File: config.mk
export PLATFORM = sky130hd
export DESIGN_NAME = wsg_cfg
export DESIGN_NICKNAME = d
export VERILOG_FILES = /design/src/sv/wsg_pkg.sv /design/src/sv/wsg_cfg.sv
export SDC_FILE = /design/constraint.sdc
export NUM_CORES = 1
export LEC_CHECK = 0
export BUFFER_PORTS_ARGS = -buffer_cell sky130_fd_sc_hd__buf_2
export CORE_AREA = 2 2 48 50
export DETAILED_ROUTE_END_ITERATION = 12
export DIE_AREA = 0 0 50 52
export GPL_TIMING_DRIVEN = 0
export PLACE_DENSITY = 0.76
export SKIP_LAST_GASP = 1
export SLEW_MARGIN = 25
export SYNTH_ARGS = -nofsm -noshare
export SYNTH_HDL_FRONTEND = slang
export SYNTH_SLANG_ARGS = --single-unit
File: constraint.sdc
create_clock -name clk -period 1.3 [get_ports clk]
set_input_delay 0.39 -clock clk [delete_from_list [all_inputs] [get_ports clk]]
set_output_delay 0.39 -clock clk [all_outputs]
set_load 0.1 [all_outputs]
File: src/sv/wsg_pkg.sv
`default_nettype none

package wsg_pkg;

  typedef enum logic [1:0] {
    CMD_TICK = 2'd0,
    CMD_REG  = 2'd1,
    CMD_WAVE = 2'd2
  } wsg_cmd_code_t;

  typedef enum logic [1:0] {
    SEL_PAGE    = 2'd0,
    SEL_CTRL    = 2'd1,
    SEL_FREQ_HI = 2'd2,
    SEL_FREQ_LO = 2'd3
  } wsg_sel_t;

  typedef enum logic [2:0] {
    ST_IDLE,
    ST_SCAN,
    ST_DRAIN,
    ST_MULT,
    ST_LOAD
  } wsg_state_t;

  // Controller to datapath
  typedef struct packed {
    logic reg_wr;
    logic wave_wr;
    logic tick_start;
    logic scan_en;
    logic mult_en;
    logic load_out;
  } wsg_cmd_t;

  // Datapath to controller
  typedef struct packed {
    logic last_voice;
    logic out_busy;
  } wsg_sts_t;

  localparam int CFG_AW = 3;
  localparam logic REG_GAIN = 1'b0;
  localparam logic [7:0] GAIN_RESET = 8'd25;
  localparam int PHASE_W = 21;

endpackage

`default_nettype wire

File: src/sv/wsg_cfg.sv
`default_nettype none

module wsg_cfg
  import wsg_pkg::*;
(
  input  wire logic              clk,
  input  wire logic              rst_n,
  input  wire logic              cfg_psel,
  input  wire logic              cfg_penable,
  input  wire logic              cfg_pwrite,
  input  wire logic [CFG_AW-1:0] cfg_paddr,
  input  wire logic [31:0]       cfg_pwdata,
  output logic      [31:0]       cfg_prdata,
  output logic                   cfg_pready,
  output logic      [7:0]        gain
);

  logic [7:0] gain_r;
  logic       hit_gain;

  assign hit_gain   = (cfg_paddr[CFG_AW-1:2] == REG_GAIN);
  assign cfg_pready = 1'b1;
  assign cfg_prdata = hit_gain ? {24'h000000, gain_r} : 32'h00000000;
  assign gain       = gain_r;

  always_ff @(posedge clk) begin
    if (!rst_n) begin
      gain_r <= GAIN_RESET;
    end else if (cfg_psel && cfg_penable && cfg_pwrite && hit_gain) begin
      gain_r <= cfg_pwdata[7:0];
    end
  end

endmodule

`default_nettype wire

==> results_dict.tcl <==
set metrics [dict create \
    fin_crit_sh 1.01 \
    grt_pass1_vias 426 \
    clk_latency_ps 240 \
    synth_seq_cells 8 \
    dpl-instance-area_sq_um 912 \
    overflow 0 \
    violations "negative setup slack" \
    port_buffers 29 \
    outcome "finished with violations" \
    area_growth_pct 78.5 \
    grt_use_total 0.0974 \
    fmax_ghz 0.761 \
    critPathRequiredTime_ps 910 \
    fin_setup_tns_ps -72.2 \
    critPathMaxStageDelay_ps 250 \
    largest_reg_flops 8 \
    rows 17 \
    drive_gt1_frac 0.592 \
    clockBufferDepth 2 \
    htreeDepth 1 \
    wl_mm 1.25 \
    cp_top_family "buffers and inverters" \
    cts_setup_buffers 0 \
    dieArea_sq_um 2600 \
    fin_nets 167 \
    start_kind "input pin" \
    avgSynthCellArea_sq_um 8.65 \
    clockRootBuffer "clkbuf_4" \
    ir_drop_mv 0.539 \
    met1_length_um 459 \
    finalHoldViolations 0 \
    highest_layer "met3" \
    skew_ps 0 \
    maxSlewViolCount 0 \
    ant_nets 0 \
    crit_chain "buf_6 > and2b_4 > buf_12" \
    cts_buffers 3 \
    layout_commonest_cell "buf_4" \
    synth-seq-area-share 0.264 \
    final_cell_mix "buf_4, conb_1, buf_2, nand2_1" \
    crit_path_end_kind "output pin" \
    vias 540 \
    critPathKind "in -> out" \
    fin_total_pwr_mw 1.01 \
    grt_pass1_wl_mm 1.81 \
    syn_area_sq_um 606 \
    dp_slack_ps -299 \
    die_w_um 50 \
    n_antenna_cell 0 \
    clk_pin_slew_ps 60 \
    avgViaCountPerCell 3.53 \
    drtIter0Drc 6 \
    drc 0 \
    rsz0062_at_grt "yes" \
    antenna_found_initial 0 \
    die_h_um 52 \
    finalWeightedCongestion 0.579 \
    crit_path_top_delay_cell "and2b_4" \
    path_max_fanout 9 \
    synth_cells 70 \
    num_io_pins 81 \
    power_density_nw_per_um2 933 \
    final_cell_area_sq_um 1080 \
    wl_met3_um 113 \
    initial_core_util 0.288 \
    fin_util 0.513 \
    crit_arrival_ps 920 \
    hold_class "in -> reg" \
    period_minus_slack_ps 1310 \
    synth_warnings 0 \
    grt_max_degree 11 \
    drv_cap 0 \
    cp_num_buf_inv 2 \
    routedWlPerCell_um 8.16 \
    ys_types 10 \
    cellLeakagePower_nw 0.551 \
    cts.sinks 8 \
    first_pass_iters 2 \
    core_area_sq_um 2110 \
    setup_slack_ps -13.5 \
    setup_viol 8 \
    dr_wl_met2_um 675 \
    n_fill_cell 194 \
    cts_tree "done" \
]
[power breakdown]
part | internal [mW] | switching, mW
logic | 0.129 | 0.451
clock network | 0.105 | 0.0807
registers | 0.238 | 0.00431
total | 0.472 | 0.536
[layout make-up]
| class | instances | area [sq um] | area share |
|---|---|---|---|
| Clock buffer | 3 | 22.5 | 0.0208 |
| Sequential cell | 8 | 190 | 0.176 |
| Tap cell | 28 | 35.0 | 0.0324 |
| Timing Repair Buffer | 29 | 292 | 0.270 |
| Buffer | 27 | 203 | 0.187 |
| Multi-Input combinational cell | 58 | 339 | 0.314 |
[logic make-up (layout without fill, tap and decap cells)]
logic type / Yosys count / after routing / synth area share
buffers and inverters: 27 / 59 / 0.335
flip-flops: 8 / 8 / 0.264
multiplexers: 8 / 8 / 0.132
other: 2 / 25 / 0.0124
AND/OR/NAND/NOR: 25 / 25 / 0.256
[worst reg2reg max path, stage by stage, from the launching register on]
cell	delay, ps
dfxtp_4	340
nor2b_1	100
mux2i_1	70
[stage by stage]
stage / hold slack, ps / std cells
after floorplan: 522 / 93
after global placement: 465 / 150
after detailed placement: 475 / 150
after CTS: 359 / 153
after global routing: 367 / 153
final: 375 / 153
[final timing paths]
kind,end,start,slack [ps],cells past startpoint
min reg2reg,gain[6]$_SDFFE_PN0P_,gain[6]$_SDFFE_PN0P_,480,2
max,cfg_prdata[6],cfg_paddr[2],-10,3
min,gain[6]$_SDFFE_PN0P_,cfg_pwdata[6],370,3
max reg2reg,gain[0]$_SDFFE_PN1P_,gain[0]$_SDFFE_PN1P_,680,2
[layer usage]
| metal | track usage | up-vias |
|---|---|---|
| met5 | 0 | - |
| li1 | - | 282 |
| met2 | 0.184 | 30 |
| met4 | 0.0417 | 0 |
| met1 | 0.0947 | 228 |
| met3 | 0.0345 | 0 |
[synthesized netlist by cell type]
cell type	n	share of area
buf_4	25	0.31
mux2i_1	8	0.13
and4b_1	1	0.017
conb_1	2	0.012
nor2b_1	6	0.062
nand2_1	10	0.062
buf_6	1	0.019
and2b_2	8	0.12
dfxtp_1	8	0.26
clkbuf_1	1	0.0062
[repair_timing]
item                                    in CTS  in global routing
endpoints found under the setup margin      16                  9
hold endpoints to repair                     0                  0
hold buffers                                 0                  0
resized for setup                           40                  2
No activity file was read; power rests on OpenSTA's default activity.
