$ cat config.mk
export PLATFORM = sky130hd
export DESIGN_NAME = wsg_ctrl
export DESIGN_NICKNAME = d
export VERILOG_FILES = /design/src/sv/wsg_pkg.sv /design/src/sv/wsg_ctrl.sv
export SDC_FILE = /design/constraint.sdc
export NUM_CORES = 1
export LEC_CHECK = 0
export BUFFER_PORTS_ARGS = -buffer_cell sky130_fd_sc_hd__buf_2
export CELL_PAD_IN_SITES_DETAIL_PLACEMENT = 1
export CELL_PAD_IN_SITES_GLOBAL_PLACEMENT = 1
export CORE_AREA = 2 2 39 41
export CTS_CLUSTER_DIAMETER = 60
export DETAILED_ROUTE_END_ITERATION = 8
export DIE_AREA = 0 0 41 43
export HOLD_SLACK_MARGIN = 0.05
export PLACE_DENSITY = 0.59
export SLEW_MARGIN = 20
export SYNTH_ARGS = -nofsm -noshare
export SYNTH_HDL_FRONTEND = slang
export SYNTH_SLANG_ARGS = --single-unit
export TNS_END_PERCENT = 10
$ cat constraint.sdc
create_clock -name clk -period 2.2 [get_ports clk]
set_clock_uncertainty 0.2 [all_clocks]
set_input_delay 0.11 -clock clk [delete_from_list [all_inputs] [get_ports clk]]
set_output_delay 0.11 -clock clk [all_outputs]
set_load 0.02 [all_outputs]
$ cat src/sv/wsg_pkg.sv
`default_nettype none

package wsg_pkg;

  typedef enum logic [1:0] {
    CMD_TICK = 2'd0,
    CMD_REG  = 2'd1,
    CMD_WAVE = 2'd2
  } wsg_cmd_code_t;

  typedef enum logic [1:0] {
    SEL_PAGE    = 2'd0,
    SEL_CTRL    = 2'd1,
    SEL_FREQ_HI = 2'd2,
    SEL_FREQ_LO = 2'd3
  } wsg_sel_t;

  typedef enum logic [2:0] {
    ST_IDLE,
    ST_SCAN,
    ST_DRAIN,
    ST_MULT,
    ST_LOAD
  } wsg_state_t;

  // Controller to datapath
  typedef struct packed {
    logic reg_wr;
    logic wave_wr;
    logic tick_start;
    logic scan_en;
    logic mult_en;
    logic load_out;
  } wsg_cmd_t;

  // Datapath to controller
  typedef struct packed {
    logic last_voice;
    logic out_busy;
  } wsg_sts_t;

  localparam int CFG_AW = 3;
  localparam logic REG_GAIN = 1'b0;
  localparam logic [7:0] GAIN_RESET = 8'd25;
  localparam int PHASE_W = 21;

endpackage

`default_nettype wire

$ cat src/sv/wsg_ctrl.sv
`default_nettype none

module wsg_ctrl
  import wsg_pkg::*;
(
  input  wire logic       clk,
  input  wire logic       rst_n,
  input  wire logic       in_valid,
  input  wire logic [1:0] in_cmd,
  input  wire wsg_sts_t   sts,
  output logic            in_stall,
  output wsg_cmd_t        cmd
);

  wsg_state_t state_r, state_nxt;
  logic       take;

  assign take = in_valid && (state_r == ST_IDLE);

  always_comb begin
    state_nxt = state_r;
    case (state_r)
      ST_IDLE: begin
        if (take && (wsg_cmd_code_t'(in_cmd) == CMD_TICK)) begin
          state_nxt = ST_SCAN;
        end
      end
      ST_SCAN: begin
        if (sts.last_voice) begin
          state_nxt = ST_DRAIN;
        end
      end
      ST_DRAIN: state_nxt = ST_MULT;
      ST_MULT:  state_nxt = ST_LOAD;
      ST_LOAD: begin
        // hold until the output register is free
        if (!sts.out_busy) begin
          state_nxt = ST_IDLE;
        end
      end
      default: state_nxt = ST_IDLE;
    endcase
  end

  always_comb begin
    cmd      = '0;
    in_stall = (state_r != ST_IDLE);
    case (state_r)
      ST_IDLE: begin
        case (wsg_cmd_code_t'(in_cmd))
          CMD_TICK: cmd.tick_start = take;
          CMD_REG:  cmd.reg_wr     = take;
          CMD_WAVE: cmd.wave_wr    = take;
          default:  cmd            = '0;
        endcase
      end
      ST_SCAN:  cmd.scan_en  = 1'b1;
      ST_MULT:  cmd.mult_en  = 1'b1;
      ST_LOAD:  cmd.load_out = !sts.out_busy;
      default:  cmd          = '0;
    endcase
  end

  always_ff @(posedge clk) begin
    if (!rst_n) begin
      state_r <= ST_IDLE;
    end else begin
      state_r <= state_nxt;
    end
  end

endmodule

`default_nettype wire

==> results of run 1 <==
routing by layer:
layer  wire, µm  part of all wire, %  vias up
met1        243                   41      119
li1           -                    -      132
met3         43                  7.2        2
met4         14                  2.3        0
met5          0                    0        -
met2        294                   49       10
cell families after synthesis:
kind of cell	count (synthesis)
buffers and inverters	5
flip-flops	3
multiplexers	1
AO/OA/AOI/OAI	2
AND/OR/NAND/NOR	15
XOR/XNOR	1
cells in the final DEF, fill, tap and decap left out:
cell,synthesis,routed
dfxtp_2,0,1
nor2_1,1,1
nand2_1,3,3
inv_1,3,3
clkbuf_4,0,3
dfxtp_1,3,2
buf_2,0,13
nor3b_1,3,3
a211oi_1,1,1
nor4_2,1,1
nor4b_1,1,1
or2_1,1,1
nor4b_4,1,1
xnor2_1,1,1
clkbuf_1,0,1
dlygate4sd3_1,0,3
mux2i_1,1,1
a2111oi_4,1,1
or3_1,1,1
nand3_1,1,1
nor3_1,2,2
power by group:
group | switching [mW] | total (mW) | internal [mW]
clock | 0.0323 | 0.101 | 0.0682
combinational | 0.0344 | 0.0681 | 0.0337
sequential | 0.0107 | 0.0694 | 0.0588
total | 0.0773 | 0.238 | 0.161
through the flow:
stage / setup slack (ps) / util, %
after floorplan: 582 / -
final: 198 / 27.3
after global placement: 633 / 23.1
after CTS: 52.6 / 27.2
after global routing: 103 / 27.3
after detailed placement: 600 / 23.1
worst min-delay path, cell delays in order:
cell	delay (ps)
buf_2	100
a2111oi_4	80
nor4_2	200
layout make-up:
type | instances | share of cell area (%)
repair buffers | 16 | 25.2
inverters | 3 | 2.98
clock buffers | 4 | 6.95
flip-flops and latches | 3 | 16.2
well taps | 16 | 5.30
multi-input cells | 19 | 43.4
final timing paths:
kind              cells after the start        from  slack (ps)         end
setup reg to reg                      4  state_r[0]         200  state_r[0]
hold / removal                        3      sts[1]         110  state_r[1]
setup / recovery                      4  state_r[0]         200  state_r[0]
hold reg to reg                       2  state_r[2]         430  state_r[2]
repair_timing:
action,4_1_cts,5_1_grt
endpoints found under the setup margin,0,1
endpoints found under the hold margin,3,0
hold buffers,3,0
resized for setup,0,1
==> out/metrics.yaml, run 1 <==
required_ps: 2170
cts_sinks: 3
yosysWarnings: 0
total_power_mw: 0.238
grt_pass1_vias: 267
groute.layer.met3.usage_pct: 1.57
instances_no_fill: 61
gr-usage-met2_pct: 11.9
post_cts_buffers: 0
hold_ws_ps: 114
overflow: 0
antenna_left: 0
firstDrtPassIters: 2
fin_nets: 53
leakage_nw: 0.183
cts_buffer_depth: 2
multiInputGateArea_um2: 164
setup_viol: 0
yosysTopAreaCell: "dfxtp_1"
gp_congestion: 0.713
placed_area_um2: 320
start_util_pct: 18.2
grt_usage_pct: 9.22
cp_max_fo: 10
cp_data_arrival_time_ps: 1980
finalHoldViolCount: 0
yosys.area_share.simple_pct: 43.8
synthMuxAreaShare_pct: 3.98
worstSetupPathType: "reg2reg"
drive_gt1_share_pct: 44.4
dp_cells: 54
outcome: "finished clean"
cts_root_buffer: "clkbuf_4"
core_um2: 1380
top_usage_layer: "met4"
path_clk_slew_ps: 40
maxCapViolations: 0
n_fill_cell: 169
synth_top_area_share_pct: 23.9
clock.fmax_mhz: 499
area_growth_pct: 50.2
slowest_delay_ps: 560
drt_iter0_drc: 2
io_buffers: 13
largest_register_ffs: 3
synth_common_cells: "3 x dfxtp_1, 3 x inv_1, 3 x nand2_1, 3 x nor3b_1, 2 x nor3_1"
regArea_um2: 61.3
critical-path-slowest-cell: "dlygate4sd3_1"
vdd_drop_max_v: 0.000165
drc: 0
grt.met1_usage_pct: 10.5
grt_first_pass_wirelength_mm: 1.03
rsz0062_at_grt: "false"
ys_seq_area_share_pct: 23.9
synthXorXnorAreaFrac_pct: 3.48
synth_nets: 34
worstSetupStartpointType: "flip-flop"
syn_inst: 27
io_pins: 14
die_x_um: 41
relSlewSlack_pct: 75.5
synth_flop_cell: "dfxtp_1"
antenna_found_initial: 0
cp-end-kind: "flip-flop"
synthAdderAreaFrac_pct: 0
num_antenna_cells: 0
synth.distinct_cells: 18
numCtsBuffers: 3
top_regs: "state_r (3)"
worst_slew_pin_slew_ps: 368
powerDensity_nw_per_um2: 630
clkLatencyLatePin_ps: 240
via_per_inst: 4.31
synth_top_family_by_area: "simple AND/OR/NAND/NOR gates"
syn_area_per_cell_um2: 9.31
cts_max_level: 1
synth_area_leaders: "dfxtp_1 24%, a2111oi_4 11%, nor4b_4 9.5%, nor3b_1 9.0%, nor4_2 5.0%"
vias: 263
cts_tree: "yes"
hpwl_um: 438
path_delay_family: "buffers and inverters"
ys_ff_latch: 3
rows: 14
die-area_um2: 1760
wl_um: 596
post-route-period-util_pct: 91.0
fin_crit_ps: 2000
slew_viol_final: 0
grt_max_degree: 11
stdcell_area_um2: 378
hp-class: "in2reg"
fin_tns_setup_ps: 0
crit_chain: "nor4b_4, a2111oi_4, mux2i_1, dlygate4sd3_1"
synth_compound_area_share_pct: 13.9
post_drt_wl_per_cell_um: 9.77
largest-register: "state_r"
syn_area_um2: 251
worst-path-buf-inv: 1
synth_edf_count: 0
synthArstFlopShare_pct: 0
die_y_um: 43
(Power assumes the default switching activity.)
==> inputs of run 2 (changes only) <==
ABC_AREA = 1   (was unset)
CTS_CLUSTER_SIZE = 10   (was unset)
PLACE_DENSITY = 0.6   (was 0.59)
SETUP_SLACK_MARGIN = 0.2   (was unset)
==> run 2 against run 1 <==
Fmax up 26%. Sequential power down 9.2%. First-iteration DRC count decreased by 50%. Clock-buffer cell count unchanged. Sequential share of layout area about the same. Synthesized cell count grew 41%. Non-clock buffer count unchanged. Total power decreased by 6.2%. Via count is 13% higher. Global-route usage down 0.70 points. Final cell count up 21%. Critical path type is now reg2out. Largest cell class unchanged.
==> out/metrics.yaml, run 2 <==
synth.most_common_cell: "inv_1"
grt_first_pass_wirelength_mm: 1.00
die_y_um: 43
antenna_found_initial: 0
syn_area_per_cell_um2: 6.03
synth_nets: 45
slew_viol_final: 0
largest-register: "state_r"
die-area_um2: 1760
cts_max_level: 1
grt_pass1_vias: 292
hpwl_um: 484
cts_root_buffer: "clkbuf_4"
powerDensity_nw_per_um2: 603
hp-class: "in2reg"
whs_endpoint: "state_r[1]"
antenna_left: 0
r2r_start: "state_r[1]"
overflow: 0
rsz0062_at_grt: "false"
io_pins: 14
start_util_pct: 16.5
cp_data_arrival_time_ps: 1280
gp_congestion: 0.616
ff2ff_path_depth: 6
synth_top_area_share_pct: 26.2
fin_tns_setup_ps: 0
rows: 14
mostFrequentLayoutCells: "13 x buf_2, 9 x inv_1, 6 x nor2_1"
post-route-period-util_pct: 72.3
relSlewSlack_pct: 85.0
area_growth_pct: 61.7
yosysWarnings: 0
top_regs: "state_r (3)"
synth.distinct_cells: 14
fin_crit_ps: 1590
syn_inst: 38
maxCapViolations: 0
fin_nets: 66
leakage_nw: 0.210
r2r_setup_slack_ps: 1020
placed_area_um2: 314
grt_usage_pct: 8.52
die_x_um: 41
worst_slew_pin_slew_ps: 224
post-route-util_pct: 26.8
largest_register_ffs: 3
io_buffers: 13
yosysTopAreaCell: "dfxtp_1"
clock.fmax_mhz: 629
clkLatencyLatePin_ps: 230
wl_um: 592
worstSetupStartpointType: "flip-flop"
ys_seq_area_share_pct: 26.2
stdcell_area_um2: 370
instances_no_fill: 74
worst_r2r_endpoint: "state_r[0]"
synth_edf_count: 0
layout_commonest_cell: "buf_2"
drive_gt1_share_pct: 41.4
cts_buffer_depth: 2
drt_iter0_drc: 1
cp_max_fo: 5
synth_area_leaders: "dfxtp_1 26%, inv_1 15%, nor2_1 9.8%, nand3_2 8.7%, nand2_1 8.2%"
setup_viol: 0
firstDrtPassIters: 2
ys_ff_latch: 3
required_ps: 1890
hold_depth: 5
total_power_mw: 0.223
finalHoldViolCount: 0
outcome: "finished clean"
syn_area_um2: 229
synthArstFlopShare_pct: 0
hold_start: "in_valid"
core_um2: 1380
cp-end-kind: "primary output"
vdd_drop_max_v: 0.000331
num_antenna_cells: 0
path_clk_slew_ps: 40
vias: 296
dp_cells: 67
grt_max_degree: 7
synth_common_cells: "9 x inv_1, 6 x nor2_1, 5 x nand2_1, 3 x dfxtp_1, 3 x nor3_1"
via_per_inst: 4.00
cts_tree: "yes"
synth_flop_cell: "dfxtp_1"
cts_sinks: 3
drc: 0
worstSetupPathType: "reg2out"
numCtsBuffers: 3
n_fill_cell: 187
post_drt_wl_per_cell_um: 8.00
-- run 2: per-layer routing --
layer	vias up	track usage [%]	wire, µm
met1	129	9.90	300
met4	0	2.00	0
li1	155	-	-
met3	0	6.28	47
met5	-	0	0
met2	12	12.2	244
-- run 2: area by class of cell --
| class | instances | area (µm²) | share of cell area (%) |
|---|---|---|---|
| clock buffers | 4 | 26.3 | 7.09 |
| inverters | 11 | 41.3 | 11.1 |
| multi-input cells | 24 | 128 | 34.5 |
| flip-flops and latches | 3 | 60.1 | 16.2 |
| well taps | 16 | 20.0 | 5.41 |
| repair buffers | 16 | 95.1 | 25.7 |
-- run 2: worst max path at each step --
stage | startpoint | to | slack, ps | depth (start not counted)
3_3_place_gp | state_r[2] | cmd[5] | 830 | 6
3_5_place_dp | state_r[2] | cmd[5] | 850 | 6
6_report | state_r[2] | cmd[5] | 610 | 6
4_1_cts | state_r[2] | cmd[5] | 590 | 6
2_1_floorplan | state_r[2] | cmd[0] | 760 | 2
5_1_grt | state_r[2] | cmd[4] | 440 | 6
-- run 2: critical path: stages, from the launching register on --
cell	delay [ps]
dfxtp_1	350
inv_2	90
nand2_2	60
nor2_2	130
nand2_1	110
nor3_1	120
buf_2	190
-- run 2: power breakdown --
group / internal [mW] / leakage (nW) / switching, mW
logic: 0.0257 / 0.170 / 0.0376
clock network: 0.0680 / 0.0150 / 0.0290
registers: 0.0578 / 0.0243 / 0.00515
total: 0.152 / 0.210 / 0.0718
-- run 2: what timing repair did --
action                                 CTS  global route
gates resized for setup                  0             0
hold buffers                             3             0
endpoints found under the hold margin    3             0
setup buffers                            0             0
-- run 2: metrics by stage --
stage | setup slack (ps) | hold WS, ps
after floorplan | 758 | 66.9
after global placement | 831 | 178
after detailed placement | 846 | 178
after CTS | 591 | 56.8
after global routing | 443 | 102
final | 610 | 55.6
-- run 2: logic make-up after synthesis --
logic type,Yosys count,share of synthesized area (%)
compound gates,3,9.84
buf+inv,11,18.0
simple gates,21,45.9
flops,3,26.2
